File: config.mk
export PLATFORM = sky130hd
export DESIGN_NAME = color_blend_equation
export DESIGN_NICKNAME = d
export VERILOG_FILES = /design/src/hdl/cbe_pkg.sv /design/src/hdl/color_blend_equation.sv
export SDC_FILE = /design/constraint.sdc
export NUM_CORES = 2
export LEC_CHECK = 0
export ABC_AREA = 0
export BUFFER_PORTS_ARGS = -buffer_cell sky130_fd_sc_hd__buf_4
export CORE_AREA = 5 5 233 462
export CTS_CLUSTER_SIZE = 24
export DETAILED_ROUTE_END_ITERATION = 12
export DIE_AREA = 0 0 238 467
export REMOVE_ABC_BUFFERS = 1
export SETUP_SLACK_MARGIN = 0.3
export SLEW_MARGIN = 20
export SYNTH_ARGS = -nofsm -noshare
export SYNTH_HDL_FRONTEND = slang
export SYNTH_SLANG_ARGS = --single-unit
File: constraint.sdc
create_clock -name clk -period 7.99 [get_ports clk]
set_input_delay 0.3995 -clock clk [delete_from_list [all_inputs] [get_ports clk]]
set_output_delay 0.3995 -clock clk [all_outputs]
set_load 0.005 [all_outputs]
File: src/hdl/cbe_pkg.sv
// Shared types and constants for the color blend equation block.
// No dependencies.
package cbe_pkg;

  localparam int unsigned LANES = 4;
  localparam int unsigned CH_W  = 8;
  localparam int unsigned PROD_W = 2 * CH_W;
  localparam int unsigned SUM_W  = PROD_W + 1;
  localparam int unsigned MODE_W = 3;

  localparam logic [MODE_W-1:0] MODE_ADD  = 3'd0;
  localparam logic [MODE_W-1:0] MODE_SUB  = 3'd1;
  localparam logic [MODE_W-1:0] MODE_RSUB = 3'd2;
  localparam logic [MODE_W-1:0] MODE_MIN  = 3'd3;
  localparam logic [MODE_W-1:0] MODE_MAX  = 3'd4;

  // 255 * 255: any value at or above this divides to the channel maximum
  localparam logic [SUM_W-1:0] CLAMP_LIMIT = 17'd65025;
  localparam logic [CH_W-1:0]  CH_MAX      = 8'd255;

  typedef logic [CH_W-1:0]   chan_t;
  typedef logic [PROD_W-1:0] prod_t;
  typedef logic [SUM_W-1:0]  sum_t;
  typedef logic [MODE_W-1:0] mode_t;

endpackage

File: src/hdl/color_blend_equation.sv
// Color blend equation: top level, three-stage pipelined blender.
// Depends on cbe_pkg.
//
// Usage:
//   s_tdata carries one pixel request: source_color [31:0], source_factor
//   [63:32], dest_color [95:64], dest_factor [127:96], each rgba with r in the
//   low byte. m_tdata returns red_out [7:0], green_out [15:8], blue_out
//   [23:16], alpha_out [31:24].
//   blend_mode is written through blend_mode_we / blend_mode_wdata while no
//   request is in flight: 0 add, 1 subtract, 2 reverse subtract, 3 min, 4 max.
//   Codes 5 to 7 give all-zero results.
// Pipeline: multiply, combine, divide by 255 with clamp, one register each.
// Throughput: one request per cycle unless stalled; the three stages advance together.
// Stall: when m_tvalid is high and m_tready low the whole pipeline holds and
//   s_tready drops; s_tready is high whenever the output register is empty
//   or being taken.
// Reset: rst clears all stage valid bits and sets blend_mode to add.
module color_blend_equation (
  input  logic         clk,
  input  logic         rst,
  input  logic         blend_mode_we,
  input  logic [2:0]   blend_mode_wdata,
  input  logic         s_tvalid,
  output logic         s_tready,
  // source_color, source_factor, dest_color, dest_factor
  input  logic [127:0] s_tdata,
  output logic         m_tvalid,
  input  logic         m_tready,
  // red_out, green_out, blue_out, alpha_out
  output logic [31:0]  m_tdata
);

  localparam int unsigned L = cbe_pkg::LANES;
  localparam int unsigned W = cbe_pkg::CH_W;

  cbe_pkg::mode_t blend_mode;

  logic           v1, v2, v3;
  cbe_pkg::prod_t p1 [L];
  cbe_pkg::prod_t q1 [L];
  cbe_pkg::sum_t  r2 [L];
  cbe_pkg::chan_t o3 [L];

  cbe_pkg::prod_t p_next [L];
  cbe_pkg::prod_t q_next [L];
  cbe_pkg::sum_t  r_next [L];
  cbe_pkg::chan_t o_next [L];

  logic adv;

  assign adv      = !v3 || m_tready;
  assign s_tready = adv;
  assign m_tvalid = v3;

  always_ff @(posedge clk) begin
    if (rst) begin
      blend_mode <= cbe_pkg::MODE_ADD;
    end else if (blend_mode_we) begin
      blend_mode <= blend_mode_wdata;
    end
  end

  always_ff @(posedge clk) begin
    if (rst) begin
      v1 <= 1'b0;
      v2 <= 1'b0;
      v3 <= 1'b0;
    end else if (adv) begin
      v1 <= s_tvalid;
      v2 <= v1;
      v3 <= v2;
    end
  end

  // stage 1: per-lane products
  always_comb begin
    for (int i = 0; i < L; i++) begin
      p_next[i] = s_tdata[i*W +: W] * s_tdata[32 + i*W +: W];
      q_next[i] = s_tdata[64 + i*W +: W] * s_tdata[96 + i*W +: W];
    end
  end

  // stage 2: equation, negative results forced to zero
  always_comb begin
    for (int i = 0; i < L; i++) begin
      unique case (blend_mode)
        cbe_pkg::MODE_ADD:  r_next[i] = {1'b0, p1[i]} + {1'b0, q1[i]};
        cbe_pkg::MODE_SUB:  r_next[i] = (p1[i] >= q1[i]) ? {1'b0, p1[i] - q1[i]} : '0;
        cbe_pkg::MODE_RSUB: r_next[i] = (q1[i] >= p1[i]) ? {1'b0, q1[i] - p1[i]} : '0;
        cbe_pkg::MODE_MIN:  r_next[i] = (p1[i] < q1[i]) ? {1'b0, p1[i]} : {1'b0, q1[i]};
        cbe_pkg::MODE_MAX:  r_next[i] = (p1[i] > q1[i]) ? {1'b0, p1[i]} : {1'b0, q1[i]};
        default:            r_next[i] = '0;
      endcase
    end
  end

  // stage 3: x / 255 = (x + 1 + (x >> 8)) >> 8 for x below 255*255
  always_comb begin
    logic [cbe_pkg::SUM_W-1:0] t;
    for (int i = 0; i < L; i++) begin
      t = r2[i] + cbe_pkg::SUM_W'(1) + cbe_pkg::SUM_W'(r2[i][cbe_pkg::SUM_W-1:W]);
      if (r2[i] >= cbe_pkg::CLAMP_LIMIT) begin
        o_next[i] = cbe_pkg::CH_MAX;
      end else begin
        o_next[i] = t[2*W-1:W];
      end
    end
  end

  always_ff @(posedge clk) begin
    if (adv) begin
      for (int i = 0; i < L; i++) begin
        p1[i] <= p_next[i];
        q1[i] <= q_next[i];
        r2[i] <= r_next[i];
        o3[i] <= o_next[i];
      end
    end
  end

  always_comb begin
    for (int i = 0; i < L; i++) begin
      m_tdata[i*W +: W] = o3[i];
    end
  end

endmodule

---- Word-level counts from Yosys, hierarchy flattened ----
Memory sizes are Yosys's and may differ from the RTL's.
Cells that the tools add are included.
word-level totals
  flip-flop bits (word level) ............. 6
  bits in writable memories ............... 228
  output and inout bits ................... 34
  logic and storage cells ................. 89
  memories ................................ 4
cells by class
  $add $sub $neg .......................... 20
  multiply operators ...................... 8
  $lt $le $gt $ge ......................... 20
  equal/unequal tests ..................... 4
  multiplexer cells ....................... 26
  reduce and logical (&&, ||, !) cells .... 3
memory list
  memory  depth  bits a word  rd ports  clocked after Yosys merged registers in  wr ports  RTL line                    source
  r2      4      17           4         0                                        4         color_blend_equation.sv:41  cbe_pkg::sum_t r2 [L];
  p1      4      16           4         0                                        4         color_blend_equation.sv:39  cbe_pkg::prod_t p1 [L];
  q1      4      16           4         0                                        4         color_blend_equation.sv:40  cbe_pkg::prod_t q1 [L];
  o3      4      8            4         0                                        4         color_blend_equation.sv:42  cbe_pkg::chan_t o3 [L];
operators by type and width
  kind                   count
  $pmux 17 s5            4
  $mux 16                16
  $ge 16x16->1           8
  $mul 8x8->16           8
  $sub 16x16->16         8
  $add 16x16->17         4
  $ge 17x16->1 const B   4
  $add 16x1->16 const B  4
  $add 16x9->16          4
  $gt 16x16->1           4
  $lt 16x16->1           4
  $mux 8                 4
  $eq 3x2->1 const B     2
  $eq 3x1->1 const B     1
  $eq 3x3->1 const B     1
  $logic_not 3->1        1
  $mux 1                 2
  $logic_not 1->1        1
  $logic_or 1x1->1       1

---- Logic depth before layout (Yosys ltp) ----
  depth after elaboration ................. 4
  gate-level depth with buffers ........... 17
  mapped depth without buffers ............ 17

---- Worst setup path before layout ----
OpenSTA, ideal clock, no wires.
  path type ............................... input port to flip-flop
  from .................................... in m_tready
  to ...................................... reg v1
  library setup time ...................... 0.144 ns
  arrival time ............................ 6.563 ns
  data required time ...................... 7.846 ns
  setup slack ............................. 1.283 ns
  stages .................................. 3
  cells stage by stage .................... nand2b_1 mux2i_1 nor2_1
on the way
  word-level cells in the longest chain between the ends .. 1
ends and longest elaborated chain
  what                    RTL line                    source
  start: declaration      color_blend_equation.sv:28  input logic m_tready,
  $logic_or 1x1->1        color_blend_equation.sv:51  assign adv = !v3 || m_tready;
  end signal: assignment  color_blend_equation.sv:69  v1 <= s_tvalid;
  end: declaration        color_blend_equation.sv:38  logic v1, v2, v3;
Every way passes these cells.
A chain may end at the register's enable or synchronous reset.

==> summary.md <==
| Metric | Value |
|---|---|
| Status | completed |
| Flop2flop setup slack | 3.49 ns |
| Tot GR Track Use | 0.182 |
| Initial Util | 0.349 |
| Final Setup Violations | 0 |
| Critical path endpoint category | flip-flop |
| Drt first pass iters | 8 |
| Worst hold path class | primary input to flip-flop |
| Metal3 WL | 4680 um |
| Max Transition Viols Final | 0 |
| Synth-to-Final Area Change | 10.0% |
| Drt total wl | 103,000 um |
| Synth top cells by count | inv_1 (596), ha_1 (512), and2_1 (435) |
| Dominant cells by area after synthesis | edfxtp_1 (19%), ha_1 (18%), fa_1 (17%) |
| CP Class | flip-flop to flip-flop |
| Unrepaired setup endpoints after global routing | false |
| WP data required | 8.30 ns |
| Core Area | 103,000 sq um |
| Post-Route Setup TNS | 0 ns |
| EDFF count, synth | 228 |
| Worst hold endpoint | blend_mode[1]$_SDFFE_PP0P_ |
| Most frequent cell after synthesis | inv_1 |
| CTS H-tree depth | 1 |
| Total congestion overflow | 0 |
| Cells after synthesis | 3,983 |
| Largest net degree at the start of global routing | 169 |
| Share of layout cells above drive strength 1 | 0.0706 |
| Wire length on met2 | 56,400 um |
| Achievable Freq | 222 MHz |
| LEAKAGE | 18.6 nW |
| Slew @ Worst Pin | 1.09 ns |
| Origin of the critical flop-to-flop path | q1[0][3]$_DFFE_PP_ |
| Synthesized flop and latch total | 234 |
| Min Tclk post-route | 4.50 ns |
| Via count | 29,200 |
| Antenna violations before repair | 14 |
| Non-Filler Instances | 5,479 |
| Via density per instance | 5.34 |
| Die Span Y | 467 um |
| Synthesized area per cell | 9.05 sq um |
| Wl on met1 | 34,500 um |
| Global-route wire length before repair | 163,000 um |
| Crit-path max FO | 16 |
| PwrDens | 380 nW/um^2 |
| Gpl congestion | 0.973 |
| Type of origin of the critical path | flip-flop |
| Max-cap violations | 0 |
| Clock Tree Root | clkbuf_16 |
| Yosys top cell by area | edfxtp_1 |
| Final hold vios | 0 |
| Yosys warns | 0 |
| Async set-or-reset flop fraction in the synthesized netlist | 0 |
| # IOs | 170 |
| Final clock skew | 0.0142 ns |
| Register area share after synthesis | 0.193 |
| Post-CTS resize count | 0 |
| Routed WL per cell | 18.9 um |
| IO buf count | 169 |
| Top sig layer | met5 |
| DPL Wire Length | 84,300 um |
| Post-DRT Antenna Nets | 0 |
| Clk pin slew, worst setup/hold paths | 0.06 ns |
| Peak VDD IR | 171 uV |
| Post-synth top flop | edfxtp_1 |
| Min-delay src | blend_mode_wdata[1] |
| Worst r2r dst | r2[0][4]$_DFFE_PP_ |
| CTS tree | built |
| CTS Sinks | 234 |
| Max clock buf depth | 3 |
| Cells after DPL | 5,423 |
| Synth cell types | 89 |
| Worst-Skew Late Latency | 0.58 ns |
| Fin crit share | 0.564 |
| R2R depth | 9 |
| Max transition margin | 0.270 |
| # DRC | 0 |
| Die area | 111,000 sq um |
| Total CTS buffers | 26 |
| Nets | 5,048 |
| Row cnt | 167 |
| Critical Path AT | 4.82 ns |
| Post-Syn Area | 36,000 sq um |
| Number of global-route vias before repair | 31,200 |
| Hold depth | 3 |
| Yosys top cell area share | 0.190 |
| Die Width | 238 um |
| Initial DRC count | 1,491 |
## how the worst max path moves through the flow
stage,startpoint,cells after the start,slack [ns],endpoint
after floorplan,m_tready,3,1.28,v1$_SDFFE_PP0P_
after global placement,s_tdata[108],16,3.19,q1[1][15]$_DFFE_PP_
after detailed placement,s_tdata[108],16,3.24,q1[1][15]$_DFFE_PP_
after CTS,q1[0][3]$_DFFE_PP_,9,3.61,r2[0][4]$_DFFE_PP_
after global routing,q1[0][4]$_DFFE_PP_,9,3.36,r2[0][4]$_DFFE_PP_
final,q1[0][3]$_DFFE_PP_,9,3.49,r2[0][4]$_DFFE_PP_
## cell families after synthesis
| kind of cell | share of synthesized area |
|---|---|
| adder cells (fa/ha/maj) | 0.344 |
| flip-flops | 0.193 |
| multiplexers | 0.0106 |
| buffers and inverters | 0.0750 |
| AO/OA/AOI/OAI | 0.167 |
| AND/OR/NAND/NOR | 0.167 |
| XOR/XNOR | 0.0425 |
## routing by layer
metal | vias up | global-route usage
li1 | 13900 | -
met1 | 14200 | 0.172
met2 | 740 | 0.360
met3 | 371 | 0.0261
met4 | 14 | 0.115
met5 | - | 0
## critical path, cell delays in order, from the launching register on
cell and delay [ns]:
edfxtp_1 0.58, inv_1 0.12, ha_1 0.58, nand3_1 0.22
a21oi_1 0.26, a211oi_2 0.13, o31ai_4 0.74, nor2b_1 0.94
o21ai_0 0.24, a221o_1 0.42
## flip-flops by register name (all words and copies together), names as in the netlist
name        cells
o3             32
blend_mode      3
v1              1
p1             64
q1             64
m_tvalid        1
v2              1
r2             68
## metrics by stage
stage	cell area [sq um]	total power, mW	hold WS, ns	setup WS (ns)	utilization
after floorplan	35600	10.5	0.419	1.28	-
after global placement	38700	13.6	0.431	3.19	0.374
after detailed placement	38700	13.7	0.439	3.24	0.374
after CTS	39600	15.1	0.0202	3.61	0.383
after global routing	39600	16.4	0.0743	3.36	0.383
final	39700	15.1	0.0679	3.49	0.383
## power by group
group / internal, mW / switching, mW
registers: 2.27 / 0.627
clock network: 0.779 / 0.538
logic: 4.33 / 6.54
total: 7.38 / 7.70
## cells in the final DEF (no fill, tap or decap), types with 22 or more instances in the layout
cell type	Yosys	final
a211oi_1	23	23
a21o_1	60	60
a21oi_1	219	219
a221oi_1	33	33
a222oi_1	22	22
a31oi_1	30	29
and2_1	435	434
buf_4	7	184
clkbuf_16	0	27
edfxtp_1	228	228
fa_1	300	300
ha_1	512	512
inv_1	596	596
mux2i_1	36	36
nand2_1	244	244
nand2b_1	32	31
nand3_1	36	36
nand4_1	22	22
nor2_1	188	188
nor2b_1	51	51
nor3_1	55	54
o211ai_1	34	34
o21a_1	44	44
o21ai_0	155	154
o21bai_1	31	31
o22ai_1	33	33
xnor2_1	122	122
xor2_1	53	53
## final cells by class
class | instances | area (sq um)
diodes | 7 | 17.5
clock buffers | 30 | 687
clock inverters | 18 | 233
fillers | 10500 | 63800
inverters | 596 | 2240
multi-input cells | 3056 | 26400
flip-flops and latches | 234 | 6970
well taps | 1352 | 1690
repair buffers | 186 | 1410
## timing repair
action	in CTS	in global routing
setup buffers	0	0
endpoints found under the hold margin	6	0
hold buffers	1	0
Power figures use the tool's default switching activity.
